===== src/rtl/sam_pkg.sv =====
`timescale 1ns / 1ps
// ----------------------------------------------------------------------------
// sam_pkg
// Shared constants, types and arithmetic helpers of the two-channel allpass
// section with dry/wet mix.
// ----------------------------------------------------------------------------
package sam_pkg;

  // Sizing
  localparam int MAX_DELAY    = 2048;
  localparam int NUM_CHANNELS = 2;
  localparam int CH_W         = (NUM_CHANNELS > 1) ? $clog2(NUM_CHANNELS) : 1;
  localparam int POS_W        = $clog2(MAX_DELAY);
  localparam int LEN_W        = $clog2(MAX_DELAY + 1);
  localparam int ADDR_W       = $clog2(NUM_CHANNELS * MAX_DELAY);
  localparam int FIFO_DEPTH   = 2;
  localparam int FIFO_AW      = (FIFO_DEPTH > 1) ? $clog2(FIFO_DEPTH) : 1;
  localparam int FIFO_CW      = $clog2(FIFO_DEPTH + 1);

  // Field widths
  localparam int SMP_W  = 16;
  localparam int GAIN_W = 15;
  localparam int DLY_W  = 12;
  localparam int MIX_W  = 16;
  localparam int CFG_W  = 16;
  localparam int CFG_IDX_W = 3;

  // Fixed point
  localparam int Q_SHIFT  = 15;
  localparam int MIX_FULL = 32768;
  localparam int ACC_W    = 35;
  localparam int PROD1_W  = 33;
  localparam int PROD2_W  = 34;
  localparam int DIFF_W   = SMP_W + 1;

  // Register indexes
  localparam logic [CFG_IDX_W-1:0] REG_GAIN_CH0  = 3'd0;
  localparam logic [CFG_IDX_W-1:0] REG_DELAY_CH0 = 3'd1;
  localparam logic [CFG_IDX_W-1:0] REG_GAIN_CH1  = 3'd2;
  localparam logic [CFG_IDX_W-1:0] REG_DELAY_CH1 = 3'd3;
  localparam logic [CFG_IDX_W-1:0] REG_WET_MIX   = 3'd4;

  // Reset values
  localparam logic [GAIN_W-1:0] RST_GAIN_CH0  = 15'd22938;
  localparam logic [DLY_W-1:0]  RST_DELAY_CH0 = 12'd1207;
  localparam logic [GAIN_W-1:0] RST_GAIN_CH1  = 15'd14746;
  localparam logic [DLY_W-1:0]  RST_DELAY_CH1 = 12'd902;
  localparam logic [MIX_W-1:0]  RST_WET_MIX   = 16'd16384;

  // One classified sample waiting for the back end
  typedef struct packed {
    logic signed [SMP_W-1:0] x;
    logic                    blk_end;
    logic [ADDR_W-1:0]       addr;
    logic                    unwritten;  // history entry never stored: reads as zero
    logic [GAIN_W-1:0]       gain;
    logic [MIX_W-1:0]        mix;        // already clamped to full wet
  } sam_item_t;

  typedef struct packed {
    logic empty;
    logic full;
  } sam_fifo_stat_t;

  typedef enum logic [2:0] {
    ST_IDLE,
    ST_READ,
    ST_GAIN,
    ST_STORE,
    ST_MIX
  } sam_state_t;

  // Divide by 2^15 rounding half up, then clip to the 16-bit sample range.
  function automatic logic signed [SMP_W-1:0] sat_round(input logic signed [ACC_W-1:0] v);
    logic signed [ACC_W-1:0] t;
    logic signed [ACC_W-1:0] s;
    logic signed [ACC_W-1:0] hi;
    logic signed [ACC_W-1:0] lo;
    t  = v + ACC_W'(signed'(1 <<< (Q_SHIFT - 1)));
    s  = t >>> Q_SHIFT;
    hi = ACC_W'(signed'((1 <<< (SMP_W - 1)) - 1));
    lo = -ACC_W'(signed'(1 <<< (SMP_W - 1)));
    if (s > hi) begin
      sat_round = hi[SMP_W-1:0];
    end else if (s < lo) begin
      sat_round = lo[SMP_W-1:0];
    end else begin
      sat_round = s[SMP_W-1:0];
    end
  endfunction

endpackage


===== src/rtl/sam_front.sv =====
`timescale 1ns / 1ps
// ----------------------------------------------------------------------------
// sam_front
// Configuration registers and sample intake: picks the channel's section,
// steps its line position and tracks how far each history has been filled.
// ----------------------------------------------------------------------------
module sam_front (
  input  logic                               clk,
  input  logic                               rst_n,
  input  logic                               cfg_we,
  input  logic [sam_pkg::CFG_IDX_W-1:0]      cfg_index,
  input  logic [sam_pkg::CFG_W-1:0]          cfg_data,
  input  logic                               in_valid,
  output logic                               in_stall,
  input  logic signed [sam_pkg::SMP_W-1:0]   in_sample_in,
  input  logic                               in_channel,
  input  logic                               in_block_end,
  input  sam_pkg::sam_fifo_stat_t            q_stat,
  output logic                               q_push,
  output sam_pkg::sam_item_t                 q_item
);

  logic [sam_pkg::GAIN_W-1:0] gain0_r, gain1_r;
  logic [sam_pkg::DLY_W-1:0]  delay0_r, delay1_r;
  logic [sam_pkg::MIX_W-1:0]  mix_r;

  logic [sam_pkg::POS_W-1:0]  pos_r  [sam_pkg::NUM_CHANNELS];
  logic [sam_pkg::LEN_W-1:0]  fill_r [sam_pkg::NUM_CHANNELS];

  logic [sam_pkg::CH_W-1:0]   ch;
  logic [sam_pkg::DLY_W-1:0]  dly_sel;
  logic [sam_pkg::LEN_W-1:0]  len;
  logic [sam_pkg::POS_W-1:0]  pos;
  logic [sam_pkg::LEN_W-1:0]  fill;
  logic [sam_pkg::LEN_W-1:0]  pos_inc;
  logic [sam_pkg::POS_W-1:0]  pos_nxt;
  logic [sam_pkg::LEN_W-1:0]  fill_nxt;
  logic                       accept;

  assign in_stall = q_stat.full;
  assign accept   = in_valid && !in_stall;

  // Fold out-of-range channel numbers onto the last channel
  always_comb begin
    if (32'(in_channel) >= sam_pkg::NUM_CHANNELS) begin
      ch = sam_pkg::CH_W'(sam_pkg::NUM_CHANNELS - 1);
    end else begin
      ch = sam_pkg::CH_W'(in_channel);
    end
  end

  always_comb begin
    dly_sel = (ch == '0) ? delay0_r : delay1_r;
    if (dly_sel == '0) begin
      len = sam_pkg::LEN_W'(1);
    end else if (32'(dly_sel) > sam_pkg::MAX_DELAY) begin
      len = sam_pkg::LEN_W'(sam_pkg::MAX_DELAY);
    end else begin
      len = sam_pkg::LEN_W'(dly_sel);
    end
  end

  assign pos      = pos_r[ch];
  assign fill     = fill_r[ch];
  assign pos_inc  = sam_pkg::LEN_W'(pos) + 1'b1;
  // Wrap at the delay length, also when the length was cut below the position
  assign pos_nxt  = (pos_inc >= len) ? '0 : pos_inc[sam_pkg::POS_W-1:0];
  // Positions advance one at a time from zero, so the written entries form a prefix
  assign fill_nxt = (sam_pkg::LEN_W'(pos) == fill) ? fill + 1'b1 : fill;

  always_comb begin
    q_item.x         = in_sample_in;
    q_item.blk_end   = in_block_end;
    q_item.addr      = sam_pkg::ADDR_W'(ch) * sam_pkg::ADDR_W'(sam_pkg::MAX_DELAY)
                       + sam_pkg::ADDR_W'(pos);
    q_item.unwritten = (sam_pkg::LEN_W'(pos) >= fill);
    q_item.gain      = (ch == '0) ? gain0_r : gain1_r;
    q_item.mix       = (32'(mix_r) > sam_pkg::MIX_FULL) ?
                       sam_pkg::MIX_W'(sam_pkg::MIX_FULL) : mix_r;
  end

  assign q_push = accept;

  always_ff @(posedge clk) begin
    if (!rst_n) begin
      gain0_r  <= sam_pkg::RST_GAIN_CH0;
      delay0_r <= sam_pkg::RST_DELAY_CH0;
      gain1_r  <= sam_pkg::RST_GAIN_CH1;
      delay1_r <= sam_pkg::RST_DELAY_CH1;
      mix_r    <= sam_pkg::RST_WET_MIX;
    end else if (cfg_we) begin
      unique case (cfg_index)
        sam_pkg::REG_GAIN_CH0:  gain0_r  <= cfg_data[sam_pkg::GAIN_W-1:0];
        sam_pkg::REG_DELAY_CH0: delay0_r <= cfg_data[sam_pkg::DLY_W-1:0];
        sam_pkg::REG_GAIN_CH1:  gain1_r  <= cfg_data[sam_pkg::GAIN_W-1:0];
        sam_pkg::REG_DELAY_CH1: delay1_r <= cfg_data[sam_pkg::DLY_W-1:0];
        sam_pkg::REG_WET_MIX:   mix_r    <= cfg_data[sam_pkg::MIX_W-1:0];
        default: ;
      endcase
    end
  end

  always_ff @(posedge clk) begin
    if (!rst_n) begin
      for (int i = 0; i < sam_pkg::NUM_CHANNELS; i++) begin
        pos_r[i]  <= '0;
        fill_r[i] <= '0;
      end
    end else if (accept) begin
      pos_r[ch]  <= pos_nxt;
      fill_r[ch] <= fill_nxt;
    end
  end

endmodule


===== config.mk =====
export PLATFORM = sky130hd
export DESIGN_NAME = sam_front
export DESIGN_NICKNAME = d
export VERILOG_FILES = /design/src/rtl/sam_pkg.sv /design/src/rtl/sam_front.sv
export SDC_FILE = /design/constraint.sdc
export NUM_CORES = 1
export LEC_CHECK = 0
export BUFFER_PORTS_ARGS = -buffer_cell sky130_fd_sc_hd__buf_2
export CAP_MARGIN = 20
export CORE_MARGIN = 2
export CORE_UTILIZATION = 50
export CTS_BUF_LIST = sky130_fd_sc_hd__clkbuf_2 sky130_fd_sc_hd__clkbuf_4 sky130_fd_sc_hd__clkbuf_8
export CTS_CLUSTER_SIZE = 16
export DETAILED_ROUTE_END_ITERATION = 8
export GPL_TIMING_DRIVEN = 0
export PLACE_DENSITY = 0.79
export SYNTH_ARGS = -nofsm -noshare
export SYNTH_HDL_FRONTEND = slang
export SYNTH_SLANG_ARGS = --single-unit

===== constraint.sdc =====
create_clock -name clk -period 12.51 [get_ports clk]
set_input_delay 2.502 -clock clk [delete_from_list [all_inputs] [get_ports clk]]
set_output_delay 2.502 -clock clk [all_outputs]
set_load 0.02 [all_outputs]

## Word level (Yosys, flattened, before mapping)

Memories as Yosys holds them, arrays and structs flattened.
Cells that the tools add are included.

| word-level totals | value |
|---|---|
| memories | 2 |
| register bits | 70 |
| bits in writable memories | 46 |
| bits of input ports | 43 |

Memory list:

| memory | depth | bits a word | rd ports | clocked after Yosys merged registers in | wr ports | RTL line | RTL |
|---|---|---|---|---|---|---|---|
| fill_r | 2 | 12 | 1 | 0 | 2 | sam_front.sv:28 | `logic [sam_pkg::LEN_W-1:0] fill_r [sam_pkg::NUM_CHANNELS];` |
| pos_r | 2 | 11 | 1 | 0 | 2 | sam_front.sv:27 | `logic [sam_pkg::POS_W-1:0] pos_r [sam_pkg::NUM_CHANNELS];` |

| operators by class | value |
|---|---|
| multiplexer cells | 17 |
| reductions and logical operators | 11 |
| equality and inequality tests | 5 |
| magnitude comparators | 4 |
| add/sub/neg operators | 3 |

Operators by type and width:

| kind | number |
|---|---|
| 2-to-1 mux 12 bit | 5 |
| 2-to-1 mux 11 bit | 2 |
| > comparator 16 bit (second input constant) | 1 |
| 2-to-1 mux 16 bit | 1 |
| 2-to-1 mux 15 bit | 1 |
| adder 11 x 1 -> 12 bit (second input constant) | 1 |
| adder 12 x 1 -> 12 bit (second input constant) | 1 |
| adder 12 x 11 -> 12 bit | 1 |
| == test 11 x 12 -> 1 bit | 1 |
| greater-or-equal comparator 11 x 12 -> 1 bit | 1 |
| greater-or-equal comparator 12 bit | 1 |
| > comparator 12 bit (second input constant) | 1 |
| zero test 12 bit | 1 |
| OR reduction 12 bit | 1 |
| OR reduction 11 bit | 1 |
| AND reduction 2 bit | 5 |
| 2-to-1 mux 1 bit | 8 |
| == test 3 x 2 -> 1 bit (second input constant) | 2 |
| == test 3 x 1 -> 1 bit (second input constant) | 1 |
| == test 3 bit (second input constant) | 1 |
| zero test 3 bit | 1 |
| logical AND 1 bit | 1 |
| zero test 1 bit | 1 |

## Longest topological paths before layout

Gate-level depths: netlist (run 1).

| logic depth | value |
|---|---|
| depth in word-level cells | 7 |
| gate-level depth with buffers | 16 |

## Least setup slack after synthesis (run 1)

Ideal clock, no wire load.

| path | value |
|---|---|
| path kind | input port to output port |
| start | in in_channel |
| end | out q_item[31] (netlist name) |
| buffers on the path | 4 |
| cell stages on the path | 9 |
| slack | 5.331 ns |
| required time | 10.008 ns |
| data arrival time | 4.677 ns |
| cells stage by stage | buf_6 > buf_6 > buf_2 > buf_2 > mux2_2 > ha_1 > a21o_1 > a211oi_1 > o31ai_1 |

RTL lines:

| what | RTL line | RTL |
|---|---|---|
| from (decl) | sam_front.sv:16 | `input logic in_channel,` |
| to (decl) | sam_front.sv:20 | `output sam_pkg::sam_item_t q_item` |

==> results of run 1 <==
## where the power goes
part | total, mW | internal, mW | switching [mW]
Combinational | 0.132 | 0.0503 | 0.0817
Clock | 0.383 | 0.236 | 0.148
Sequential | 0.415 | 0.407 | 0.00821
Total | 0.930 | 0.693 | 0.238
## logic make-up after synthesis
kind of cell,share of synthesized area [%]
simple gates,25.9
flops,43.0
compound gates,10.0
buf+inv,6.07
mux,9.47
fa+ha+maj,4.83
xor+xnor,0.676
## worst min-delay path, cell delays in order, from the launching register on
cell and delay [ps]:
sky130_fd_sc_hd__dfxtp_1 320, sky130_fd_sc_hd__nand2_1 50, sky130_fd_sc_hd__nand3_1 60
## layer usage
metal | share of wire [%] | vias to the layer above | wire [µm] | global-route usage, %
met1 | 44 | 2585 | 7160 | 30.6
met4 | 1.8 | 0 | 298 | 9.04
met5 | 0 | - | 0 | 0
met2 | 47 | 238 | 7580 | 37.1
li1 | - | 2717 | - | -
met3 | 7.0 | 28 | 1130 | 5.81
## cells in the mapped netlist, drive strengths merged, types with 5 or more instances
cell and instances:
nand3b 6, nor3 26, and3 6, mux2i 14, mux2 42, a21oi 13
nor4 17, edfxtp 46, ha 25, and4 7, nand3 41, inv 19
nor2 14, dfxtp 70, buf 27, o21ai 8, nor2b 19, nand4 10
nand2 172, a21boi 42, a211oi 5, clkbuf 31
## worst max-delay path by stage
stage / start / endpoint / slack [ps] / cells past startpoint
global route: in_channel / q_item[31] / 4790 / 11
CTS: in_channel / q_item[31] / 4920 / 11
finish: in_channel / q_item[31] / 4920 / 11
floorplan: in_channel / q_item[31] / 5330 / 9
global placement: in_channel / q_item[31] / 4930 / 11
detailed placement: in_channel / q_item[31] / 4940 / 11
## registers in the layout, indices dropped and copies added (netlist names)
signal	flops
gain0_r	15
pos_r	22
fill_r	24
gain1_r	15
delay1_r	12
mix_r	16
delay0_r	12
## layout make-up
type	instances	area, µm²	area share, %
multi-input cells	516	3300	43.4
flip-flops and latches	116	2780	36.6
repair buffers	88	463	6.10
plain buffers	58	322	4.23
clock buffers	22	290	3.82
well taps	172	215	2.83
clock inverters	10	151	1.99
inverters	19	71.3	0.939
## through the flow
| step | area (µm²) | util, % | worst slack [ps] | hold WS, ps | instances |
|---|---|---|---|---|---|
| after floorplan | 6470 | - | 5330 | 435 | 709 |
| after global placement | 7130 | 56.5 | 4930 | 444 | 968 |
| after detailed placement | 7130 | 56.5 | 4940 | 453 | 968 |
| after CTS | 7570 | 60.0 | 4920 | 465 | 1000 |
| after global routing | 7590 | 60.2 | 4790 | 483 | 1001 |
| final | 7590 | 60.2 | 4920 | 460 | 1001 |
==> tab_implementation.tex, run 1 <==
\begin{tabular}{lr}
\hline
Metric & Value \\
\hline
\multicolumn{2}{l}{\textbf{Job}} \\
\quad Number of max-capacitance violations reported & 0 \\
\multicolumn{2}{l}{\textbf{Worst hold path}} \\
\quad Min-delay worst type & register to register \\
\quad Hold path endpoint & gain0\_r[8] \\
\quad HP Start & gain0\_r[8] \\
\quad Hold path depth & 2 \\
\multicolumn{2}{l}{\textbf{Detailed routing}} \\
\quad Final wirelength & 16.2 mm \\
\quad DRC violation count after routing & 0 \\
\quad Wirelength per Cell & 16.2 µm \\
\quad Via Count & 5568 \\
\quad DR iter-0 viols & 469 \\
\quad Routed via count divided by cell count & 5.56 \\
\quad Post-route ant nets & 0 \\
\quad First-pass DRT Iterations & 5 \\
\multicolumn{2}{l}{\textbf{STA}} \\
\quad Final critical-path share of the clock period & 60.7\% \\
\quad Achievable frequency & 132 MHz \\
\quad Final Skew & 7.43 ps \\
\quad Worst max-slew margin expressed relative to the limit & 30.0\% \\
\quad Setup Total Neg Slack & 0 ps \\
\quad Setup repair after global routing missed its margin & no \\
\quad Count of endpoints failing setup in the final report & 0 \\
\quad Total count of hold-check failures in the final report & 0 \\
\quad Final count of pins violating max slew & 0 \\
\quad Worst-margin pin slew & 1050 ps \\
\quad Min Clock Period, post-route & 7590 ps \\
\multicolumn{2}{l}{\textbf{Die}} \\
\quad Die Footprint & 13900 µm² \\
\quad Number of top-level pins & 106 \\
\quad Starting density of the core & 51.3\% \\
\quad Height of the die & 118 µm \\
\quad Area of the placeable core & 12600 µm² \\
\quad Die W & 118 µm \\
\quad Site row count & 41 \\
\multicolumn{2}{l}{\textbf{Worst setup path}} \\
\quad Worst flop-to-flop path startpoint & pos\_r[0][1] \\
\quad Top delay family on crit path & buffers and inverters \\
\quad CP peak stage delay & 430 ps \\
\quad Type of the worst setup path & input port to output port \\
\quad Worst path slowest cell & sky130\_fd\_sc\_hd\_\_mux2\_2 \\
\quad Req. time, crit path & 10010 ps \\
\quad Critical path cell sequence & buf\_2 > buf\_6 > buf\_6 > buf\_2 > buf\_2 > mux2\_2 > ha\_1 > a21o\_1 > a211oi\_1 > o31ai\_1 > buf\_2 \\
\quad Depth of the worst register-to-register path & 12 \\
\quad Maximum fanout along the worst path & 10 \\
\quad Total buffers and inverters traversed by the critical path & 6 \\
\quad Most frequent cell on the critical path & sky130\_fd\_sc\_hd\_\_buf\_2 \\
\quad Destination of the worst register-to-register timing path & pos\_r[0][8] \\
\quad Register-to-register setup slack & 8930 ps \\
\quad Startpoint class of the critical path & input port \\
\quad Worst Path Arrival & 5090 ps \\
\quad CP Capture Type & output port \\
\multicolumn{2}{l}{\textbf{Clocking}} \\
\quad Clock root buffer & sky130\_fd\_sc\_hd\_\_clkbuf\_8 \\
\quad Clock tree from TritonCTS & yes \\
\quad CTS clock-pin slew for the worst setup and hold paths & 60 ps \\
\quad Number of gates given a new drive strength after cts & 0 \\
\quad CTS buffer count & 17 \\
\quad Sink Count & 116 \\
\quad Post-CTS Setup Inserts & 0 \\
\quad Post-CTS Hold Buffers & 0 \\
\quad Max Buffers Root-to-Sink & 2 \\
\quad Clock H-tree levels & 4 \\
\quad Worst skew pair latency & 450 ps \\
\multicolumn{2}{l}{\textbf{Cells and area}} \\
\quad Number of diodes & 0 \\
\quad Share of final-layout standard cells stronger than drive strength 1 & 23.6\% \\
\quad Most common cell after layout, fill and taps aside & sky130\_fd\_sc\_hd\_\_nand2\_1 \\
\quad Area grow syn2layout & 17.3\% \\
\quad Most frequent cells in the layout & 172 x sky130\_fd\_sc\_hd\_\_nand2\_1, 92 x sky130\_fd\_sc\_hd\_\_buf\_2, 70 x sky130\_fd\_sc\_hd\_\_dfxtp\_1, 46 x sky130\_fd\_sc\_hd\_\_edfxtp\_1 \\
\quad \# nets final & 884 \\
\quad Fill cell total of the finished layout & 1085 \\
\multicolumn{2}{l}{\textbf{Yosys}} \\
\quad Mapped Area & 6470 µm² \\
\quad Flops \& latches, synth & 116 \\
\quad Syn\_area\_per\_cell & 9.13 µm² \\
\quad Portion of synthesized cell area occupied by the leading cell type & 21.6\% \\
\quad Proportion of synthesized flip-flops having asynchronous set or reset & 0\% \\
\quad Seq/Total Area, Yosys & 43.0\% \\
\quad EDFF count, synth & 46 \\
\quad Leading area contributor after synthesis & sky130\_fd\_sc\_hd\_\_dfxtp\_1 \\
\quad Distinct cells, synth & 57 \\
\quad Synthesized netlist net count & 777 \\
\quad Number of instances in the synthesized netlist & 709 \\
\quad Dominant register cell in the synthesized netlist & sky130\_fd\_sc\_hd\_\_dfxtp\_1 \\
\quad Leading post-synthesis cells by cell area & sky130\_fd\_sc\_hd\_\_dfxtp\_1 22\%, sky130\_fd\_sc\_hd\_\_edfxtp\_1 21\%, sky130\_fd\_sc\_hd\_\_nand2\_1 10\%, sky130\_fd\_sc\_hd\_\_mux2\_2 7.3\%, sky130\_fd\_sc\_hd\_\_a21boi\_0 4.9\% \\
\quad Yosys warns & 0 \\
\multicolumn{2}{l}{\textbf{Power and ir drop}} \\
\quad Peak supply drop & 0.0873 mV \\
\quad Power Total & 0.930 mW \\
\quad Pwr/cell area & 122 nW/µm² \\
\quad P\_leak & 3.24 nW \\
\multicolumn{2}{l}{\textbf{GRT}} \\
\quad Largest net degree at the start of global routing & 24 \\
\quad Number of antenna violations at the first check in global routing & 0 \\
\quad Wire length of the first global-routing pass & 25.8 mm \\
\quad Overall track demand over capacity in global routing & 23.3\% \\
\quad Sum of overflow across all layers after global routing & 0 \\
\quad Vias in the first global route & 5182 \\
\multicolumn{2}{l}{\textbf{Outcome}} \\
\quad Outcome & completed \\
\multicolumn{2}{l}{\textbf{Place}} \\
\quad Number of buffer cells added on primary ports & 87 \\
\quad Global placement routability congestion & 0.915 \\
\quad Placed wire-length estimate after detailed placement & 11.7 mm \\
\hline
\end{tabular}
Note: power is estimated with default switching activity, not from simulation.
==> run 2, diff against run 1 <==
Settings changed: ABC_AREA from default to 1, PLACE_DENSITY 0.79 to 0.82.
Clock period 12.51 ns to 6.88 ns, I/O delays scaled along.
==> tab_implementation.tex, run 2 <==
\begin{tabular}{lr}
\hline
Metric & Value \\
\hline
\multicolumn{2}{l}{\textbf{STA}} \\
\quad Worst-margin pin slew & 684 ps (-363 ps) \\
\quad Final count of pins violating max slew & 0 (unchanged) \\
\quad Total count of hold-check failures in the final report & 0 (unchanged) \\
\quad Setup Total Neg Slack & 0 ps (unchanged) \\
\quad Setup repair after global routing missed its margin & no \\
\quad Count of endpoints failing setup in the final report & 0 (unchanged) \\
\quad Achievable frequency & 201 MHz \\
\quad Min Clock Period, post-route & 4970 ps \\
\quad Least setup slack across all paths after layout & 1910 ps (-3010 ps) \\
\quad Final critical-path share of the clock period & 72.3\% \\
\quad Final Skew & 15.3 ps (+7.83 ps) \\
\quad Worst max-slew margin expressed relative to the limit & 54.3\% (+24 points) \\
\multicolumn{2}{l}{\textbf{Worst setup path}} \\
\quad Worst path slowest cell & sky130\_fd\_sc\_hd\_\_buf\_1 \\
\quad Top delay family on crit path & buffers and inverters \\
\quad Depth of the worst register-to-register path & 17 (+5) \\
\quad Req. time, crit path & 5500 ps (-4510 ps) \\
\quad Type of the worst setup path & input port to output port \\
\quad Worst Path Arrival & 3600 ps (-1490 ps) \\
\quad Most frequent cell on the critical path & sky130\_fd\_sc\_hd\_\_nand2\_1 \\
\quad Critical path cell sequence & buf\_6 > buf\_6 > buf\_2 > buf\_1 > nand2\_1 > nand2\_1 > ha\_1 > nand2\_1 > nor2\_1 > nand3\_1 > nor2\_8 > a21oi\_1 > nand2\_1 > buf\_2 \\
\quad Total buffers and inverters traversed by the critical path & 5 (-1) \\
\quad CP Capture Type & output port \\
\quad Startpoint class of the critical path & input port \\
\quad Number of cells on the critical path & 14 (+3) \\
\quad Register-to-register setup slack & 3850 ps (-5080 ps) \\
\quad CP peak stage delay & 460 ps (+30 ps) \\
\quad Maximum fanout along the worst path & 10 (unchanged) \\
\multicolumn{2}{l}{\textbf{Yosys}} \\
\quad Proportion of synthesized flip-flops having asynchronous set or reset & 0\% (unchanged) \\
\quad EDFF count, synth & 46 (unchanged) \\
\quad Yosys warns & 0 (unchanged) \\
\quad Syn\_area\_per\_cell & 7.51 µm² (-18\%) \\
\quad Dominant combinational cell family by area after synthesis & simple AND/OR/NAND/NOR gates \\
\quad Leading post-synthesis cells by cell area & sky130\_fd\_sc\_hd\_\_dfxtp\_1 22\%, sky130\_fd\_sc\_hd\_\_edfxtp\_1 21\%, sky130\_fd\_sc\_hd\_\_nand2\_1 13\%, sky130\_fd\_sc\_hd\_\_nor2\_1 6.4\%, sky130\_fd\_sc\_hd\_\_inv\_1 4.9\% \\
\quad Portion of synthesized cell area occupied by the leading cell type & 21.7\% (+0.11 points) \\
\quad Number of instances in the synthesized netlist & 858 (+21\%) \\
\quad Synthesized-area fraction occupied by and/or/nand/nor cells & 29.8\% (+3.8 points) \\
\quad Most used standard cell by instance count after synthesis & sky130\_fd\_sc\_hd\_\_nand2\_1 \\
\quad Seq/Total Area, Yosys & 43.2\% (+0.21 points) \\
\quad Dominant register cell in the synthesized netlist & sky130\_fd\_sc\_hd\_\_dfxtp\_1 \\
\quad Top cells by instance count after synthesis & 225 x sky130\_fd\_sc\_hd\_\_nand2\_1, 110 x sky130\_fd\_sc\_hd\_\_nor2\_1, 84 x sky130\_fd\_sc\_hd\_\_inv\_1 \\
\quad Mapped Area & 6440 µm² (-0.48\%) \\
\quad Distinct cells, synth & 42 (-26\%) \\
\quad Flops \& latches, synth & 116 (unchanged) \\
\quad Synthesized netlist net count & 926 (+19\%) \\
\quad Share of the synthesized area in compound gates (AO/OA/AOI/OAI) & 10.3\% (+0.24 points) \\
\quad XOR/XNOR Fraction of Synth Area & 1.32\% (+0.64 points) \\
\quad Post-synthesis share of cell area spent on full adders, half adders and majority gates & 4.85\% (+0.023 points) \\
\quad Mux cell area share after synthesis & 0\% (-9.5 points) \\
\quad Leading area contributor after synthesis & sky130\_fd\_sc\_hd\_\_dfxtp\_1 \\
\multicolumn{2}{l}{\textbf{Job}} \\
\quad Number of max-capacitance violations reported & 0 (unchanged) \\
\multicolumn{2}{l}{\textbf{Die}} \\
\quad Site row count & 41 (unchanged) \\
\quad Starting density of the core & 51.1\% (-0.25 points) \\
\quad Die W & 118 µm (-0.23\%) \\
\quad Height of the die & 118 µm (-0.23\%) \\
\quad Number of top-level pins & 106 (unchanged) \\
\quad Die Footprint & 13800 µm² (-0.47\%) \\
\quad Area of the placeable core & 12600 µm² (unchanged) \\
\multicolumn{2}{l}{\textbf{Clocking}} \\
\quad Number of gates given a new drive strength after cts & 0 (unchanged) \\
\quad CTS buffer count & 17 (unchanged) \\
\quad Clock root buffer & sky130\_fd\_sc\_hd\_\_clkbuf\_8 \\
\quad Worst skew pair latency & 450 ps (about the same) \\
\quad Post-CTS Setup Inserts & 0 (unchanged) \\
\quad CTS clock-pin slew for the worst setup and hold paths & 70 ps (about the same) \\
\quad Max Buffers Root-to-Sink & 2 (unchanged) \\
\quad Clock H-tree levels & 4 (unchanged) \\
\quad Clock tree from TritonCTS & yes \\
\quad Sink Count & 116 (unchanged) \\
\quad Post-CTS Hold Buffers & 0 (unchanged) \\
\multicolumn{2}{l}{\textbf{Place}} \\
\quad Global placement routability congestion & 0.873 (-4.7\%) \\
\quad Placed wire-length estimate after detailed placement & 11.9 mm (+1.6\%) \\
\quad Placement-stage cell area & 7080 µm² (-0.58\%) \\
\quad Number of buffer cells added on primary ports & 85 (-2.3\%) \\
\quad Worst setup slack before clock tree synthesis & 1920 ps (-3020 ps) \\
\multicolumn{2}{l}{\textbf{GRT}} \\
\quad Sum of overflow across all layers after global routing & 0 (unchanged) \\
\quad Number of antenna violations at the first check in global routing & 0 (unchanged) \\
\quad Overall track demand over capacity in global routing & 24.5\% (+1.1 points) \\
\quad Wire length of the first global-routing pass & 26.6 mm (+3.3\%) \\
\quad Vias in the first global route & 5545 (+7.0\%) \\
\quad Largest net degree at the start of global routing & 24 (unchanged) \\
\multicolumn{2}{l}{\textbf{Cells and area}} \\
\quad Post-route cell area & 7550 µm² (-0.53\%) \\
\quad Fill cell total of the finished layout & 1151 (+6.1\%) \\
\quad Share of final-layout standard cells stronger than drive strength 1 & 20.0\% (-3.7 points) \\
\quad Area grow syn2layout & 17.2\% (about the same) \\
\quad Area occupied by multi-input gates & 2980 µm² (-9.7\%) \\
\quad Flip-flop count of the largest register, all copies and words added & 24 (unchanged) \\
\quad Number of diodes & 0 (unchanged) \\
\quad Largest reg by FF count & fill\_r \\
\quad Most common cell after layout, fill and taps aside & sky130\_fd\_sc\_hd\_\_nand2\_1 \\
\quad Most frequent cells in the layout & 225 x sky130\_fd\_sc\_hd\_\_nand2\_1, 110 x sky130\_fd\_sc\_hd\_\_nor2\_1, 89 x sky130\_fd\_sc\_hd\_\_buf\_2, 84 x sky130\_fd\_sc\_hd\_\_inv\_1, 70 x sky130\_fd\_sc\_hd\_\_dfxtp\_1 \\
\quad Footprint of the flip-flops and latches & 2780 µm² (unchanged) \\
\quad Core Util, Final & 59.9\% (-0.32 points) \\
\quad \# nets final & 1032 (+17\%) \\
\quad Registers with the most flip-flops & fill\_r: 24 flops, pos\_r: 22 flops, mix\_r: 16 flops \\
\multicolumn{2}{l}{\textbf{Power and ir drop}} \\
\quad P\_leak & 3.68 nW (+13\%) \\
\quad Pwr/cell area & 227 nW/µm² (+85\%) \\
\quad Peak supply drop & 0.127 mV (+46\%) \\
\multicolumn{2}{l}{\textbf{Detailed routing}} \\
\quad Wirelength per Cell & 14.4 µm (-11\%) \\
\quad DRC violation count after routing & 0 (unchanged) \\
\quad Routed via count divided by cell count & 5.17 (-7.0\%) \\
\quad DR iter-0 viols & 497 (+6.0\%) \\
\quad Final wirelength & 16.6 mm (+2.6\%) \\
\quad First-pass DRT Iterations & 7 (+2) \\
\quad Post-route ant nets & 0 (unchanged) \\
\quad Via Count & 5945 (+6.8\%) \\
\multicolumn{2}{l}{\textbf{Worst hold path}} \\
\quad Hold path depth & 2 (unchanged) \\
\quad Min-delay worst type & register to register \\
\multicolumn{2}{l}{\textbf{Outcome}} \\
\quad Outcome & completed \\
\hline
\end{tabular}
## run 2: cell count changes after synthesis, moves of 14 or more
cell,change
sky130_fd_sc_hd__nand2_1,+53
sky130_fd_sc_hd__a21oi_1,+33
sky130_fd_sc_hd__nor4_1,-15
sky130_fd_sc_hd__inv_1,+65
sky130_fd_sc_hd__o21ai_0,+50
sky130_fd_sc_hd__nand2_2,+20
sky130_fd_sc_hd__mux2i_1,-14
sky130_fd_sc_hd__nor2_1,+96
sky130_fd_sc_hd__a21boi_0,-42
sky130_fd_sc_hd__nor3_1,-17
sky130_fd_sc_hd__mux2_2,-42
sky130_fd_sc_hd__nor2b_1,-19
## run 2: final timing paths
| kind | from | endpoint |
|---|---|---|
| hold / removal | delay0_r[7] | delay0_r[7] |
| hold reg to reg | delay0_r[7] | delay0_r[7] |
| setup / recovery | in_channel | q_item[31] |
| setup reg to reg | pos_r[1][0] | pos_r[1][5] |
## run 2: layout make-up
class                   count  area share, %
flip-flops and latches    116           36.8
clock buffers              21           3.66
multi-input cells         600           39.4
well taps                 172           2.85
plain buffers              55           4.64
repair buffers             87           6.19
inverters                  87           4.39
clock inverters            11           2.00
## run 2: power by group
part / total (mW) / internal, mW / switching, mW
clock: 0.679 / 0.388 / 0.292
sequential: 0.752 / 0.742 / 0.0101
combinational: 0.281 / 0.0944 / 0.187
## run 2: cells by family after synthesis
logic type,after synthesis
and+or+nand+nor,443
adders and majority gates,25
xor gates and xnor gates,8
AOI/OAI and AO/OA,124
DFF,116
buffers and inverters,142
## run 2: layer usage
metal	wire length (µm)	vias up	track usage [%]	share of wire [%]
met5	0	-	0	0
met4	408	0	11.5	2.5
met3	1220	34	4.70	7.4
met2	8030	230	40.2	48
met1	6930	2720	31.1	42
li1	-	2961	-	-
## run 2: stage by stage
stage	hold slack, ps	std cells	power [mW]
finish	455	1149	1.71
detailed placement	437	1115	1.04
CTS	456	1147	1.71
global placement	435	1115	1.04
floorplan	424	858	0.960
global route	475	1149	1.78
## run 2: tightest hold or removal path, delay by kind of cell (launching register included)
family / cells / cell delay [ps]
flip-flops: 1 / 320
AND/OR/NAND/NOR: 2 / 100
==> run 3, diff against run 2 <==
Settings changed: PLACE_DENSITY 0.82 to 0.79.
Clock period 6.88 ns to 4.6 ns, I/O delays scaled along.
==> tab_implementation.tex, run 3 (same netlist as run 2, synthesis figures left out) <==
\begin{tabular}{lr}
\hline
Metric & Value \\
\hline
\multicolumn{2}{l}{\textbf{Clocking}} \\
\quad CTS buffer count & 17 (unchanged) \\
\quad Post-CTS Setup Inserts & 0 (unchanged) \\
\quad Sink Count & 116 (unchanged) \\
\quad Clock H-tree levels & 4 (unchanged) \\
\quad Max Buffers Root-to-Sink & 2 (unchanged) \\
\quad Number of gates given a new drive strength after cts & 0 (unchanged) \\
\quad Clock tree from TritonCTS & yes \\
\quad Clock root buffer & sky130\_fd\_sc\_hd\_\_clkbuf\_8 \\
\quad CTS clock-pin slew for the worst setup and hold paths & 70 ps (about the same) \\
\quad Post-CTS Hold Buffers & 0 (unchanged) \\
\quad Worst skew pair latency & 440 ps (about the same) \\
\multicolumn{2}{l}{\textbf{Detailed routing}} \\
\quad DRC violation count after routing & 0 (unchanged) \\
\quad Wirelength per Cell & 14.4 µm (about the same) \\
\quad Via Count & 5910 (-0.59\%) \\
\quad Final wirelength & 16.6 mm (-0.12\%) \\
\quad Post-route ant nets & 0 (unchanged) \\
\quad First-pass DRT Iterations & 6 (-1) \\
\quad DR iter-0 viols & 492 (-1.0\%) \\
\quad Routed via count divided by cell count & 5.15 (-0.50\%) \\
\multicolumn{2}{l}{\textbf{STA}} \\
\quad Total count of hold-check failures in the final report & 0 (unchanged) \\
\quad Setup repair after global routing missed its margin & no \\
\quad Achievable frequency & 250 MHz \\
\quad Worst max-slew margin expressed relative to the limit & 61.6\% (+7.2 points) \\
\quad Final Skew & 9.18 ps (-6.08 ps) \\
\quad Least setup slack across all paths after layout & 597 ps (-1310 ps) \\
\quad Setup Total Neg Slack & 0 ps (unchanged) \\
\quad Worst-margin pin slew & 577 ps (-107 ps) \\
\quad Min Clock Period, post-route & 4000 ps \\
\quad Final count of pins violating max slew & 0 (unchanged) \\
\quad Final critical-path share of the clock period & 87.0\% \\
\quad Count of endpoints failing setup in the final report & 0 (unchanged) \\
\multicolumn{2}{l}{\textbf{Cells and area}} \\
\quad Largest reg by FF count & fill\_r \\
\quad Share of final-layout standard cells stronger than drive strength 1 & 19.9\% (-0.082 points) \\
\quad \# nets final & 1032 (unchanged) \\
\quad Most frequent cells in the layout & 225 x sky130\_fd\_sc\_hd\_\_nand2\_1, 110 x sky130\_fd\_sc\_hd\_\_nor2\_1, 89 x sky130\_fd\_sc\_hd\_\_buf\_2, 84 x sky130\_fd\_sc\_hd\_\_inv\_1, 70 x sky130\_fd\_sc\_hd\_\_dfxtp\_1 \\
\quad Most common cell after layout, fill and taps aside & sky130\_fd\_sc\_hd\_\_nand2\_1 \\
\quad Post-Layout Cell Count & 1148 (-0.087\%) \\
\quad Area grow syn2layout & 17.2\% (about the same) \\
\quad Registers with the most flip-flops & fill\_r: 24 flops, pos\_r: 22 flops, mix\_r: 16 flops \\
\quad Flip-flop count of the largest register, all copies and words added & 24 (unchanged) \\
\quad Post-route cell area & 7550 µm² (about the same) \\
\quad Number of diodes & 0 (unchanged) \\
\multicolumn{2}{l}{\textbf{Place}} \\
\quad Worst setup slack before clock tree synthesis & 593 ps (-1320 ps) \\
\quad Global placement routability congestion & 0.866 (-0.81\%) \\
\quad Placement-stage cell area & 7080 µm² (unchanged) \\
\quad Placed wire-length estimate after detailed placement & 11.8 mm (-0.90\%) \\
\quad Number of buffer cells added on primary ports & 85 (unchanged) \\
\quad Placed cell count & 1115 (unchanged) \\
\multicolumn{2}{l}{\textbf{GRT}} \\
\quad Vias in the first global route & 5341 (-3.7\%) \\
\quad Largest net degree at the start of global routing & 24 (unchanged) \\
\quad Overall track demand over capacity in global routing & 23.9\% (-0.52 points) \\
\quad Wire length of the first global-routing pass & 26.2 mm (-1.8\%) \\
\quad Number of antenna violations at the first check in global routing & 0 (unchanged) \\
\quad Sum of overflow across all layers after global routing & 0 (unchanged) \\
\multicolumn{2}{l}{\textbf{Worst setup path}} \\
\quad Req. time, crit path & 3680 ps (-1820 ps) \\
\quad Worst path slowest cell & sky130\_fd\_sc\_hd\_\_ha\_1 \\
\quad CP peak stage delay & 350 ps (-110 ps) \\
\quad Critical path cell sequence & buf\_6 > buf\_6 > buf\_2 > o21ai\_0 > inv\_1 > ha\_1 > nand2\_1 > nor2\_1 > nand2\_2 > nor2\_8 > a21oi\_1 > nand2\_1 > buf\_2 \\
\quad Type of the worst setup path & input port to output port \\
\quad Worst Path Arrival & 3080 ps (-520 ps) \\
\quad Maximum fanout along the worst path & 10 (unchanged) \\
\quad Total buffers and inverters traversed by the critical path & 5 (unchanged) \\
\quad CP Capture Type & output port \\
\quad Startpoint class of the critical path & input port \\
\quad Top delay family on crit path & buffers and inverters \\
\multicolumn{2}{l}{\textbf{Power and ir drop}} \\
\quad Power Total & 2.54 mW (+48\%) \\
\quad P\_leak & 3.68 nW (+0.25\%) \\
\quad Peak supply drop & 0.184 mV (+45\%) \\
\quad Pwr/cell area & 336 nW/µm² (+48\%) \\
\multicolumn{2}{l}{\textbf{Die}} \\
\quad Area of the placeable core & 12600 µm² (unchanged) \\
\quad Starting density of the core & 51.1\% (unchanged) \\
\quad Height of the die & 118 µm (unchanged) \\
\quad Die Footprint & 13800 µm² (unchanged) \\
\quad Die W & 118 µm (unchanged) \\
\quad Site row count & 41 (unchanged) \\
\quad Number of top-level pins & 106 (unchanged) \\
\multicolumn{2}{l}{\textbf{Worst hold path}} \\
\quad Min-delay worst type & register to register \\
\multicolumn{2}{l}{\textbf{Job}} \\
\quad Number of max-capacitance violations reported & 0 (unchanged) \\
\multicolumn{2}{l}{\textbf{Outcome}} \\
\quad Outcome & completed \\
\hline
\end{tabular}
## run 3: changes by cell type in the layout (fill, tap and decap cells not counted), sizes merged
cell and delta:
clkbuf +1, clkinvlp -2
## run 3: stage by stage
stage	util, %	hold slack [ps]
finish	59.8	453
global route	59.8	470
CTS	59.4	455
detailed placement	56.1	437
global placement	56.1	435
floorplan	-	424
## run 3: per-layer routing
| metal | wire length [µm] | GRT usage, % |
|---|---|---|
| met2 | 8120 | 40.3 |
| met1 | 6880 | 30.7 |
| met4 | 282 | 8.89 |
| met3 | 1300 | 4.55 |
| met5 | 0 | 0 |
## run 3: final timing paths
kind	from	end	slack (ps)	depth (start not counted)
worst max-delay path	in_channel	q_item[31]	600	13
worst min-delay path	delay0_r[7]	delay0_r[7]	450	2
worst max register to register	pos_r[1][0]	pos_r[1][5]	1510	17
worst min register to register	delay0_r[7]	delay0_r[7]	450	2
## run 3: cell type report
type | instances | area (µm²)
Timing Repair Buffer | 87 | 480
Tap cell | 172 | 215
Clock buffer | 22 | 284
Multi-Input combinational cell | 600 | 2980
Inverter | 87 | 332
Fill cell | 1157 | 5070
Buffer | 55 | 350
Sequential cell | 116 | 2780
Clock inverter | 9 | 126
## run 3: worst min-delay path, cell delays in order, from the launching register on
cell	delay, ps
sky130_fd_sc_hd__dfxtp_1	320
sky130_fd_sc_hd__nand2_1	50
sky130_fd_sc_hd__nand3_1	50
## run 3: where the power goes
| group | internal (mW) | switching [mW] |
|---|---|---|
| combinational | 0.143 | 0.280 |
| sequential | 1.11 | 0.0149 |
| clock | 0.578 | 0.412 |
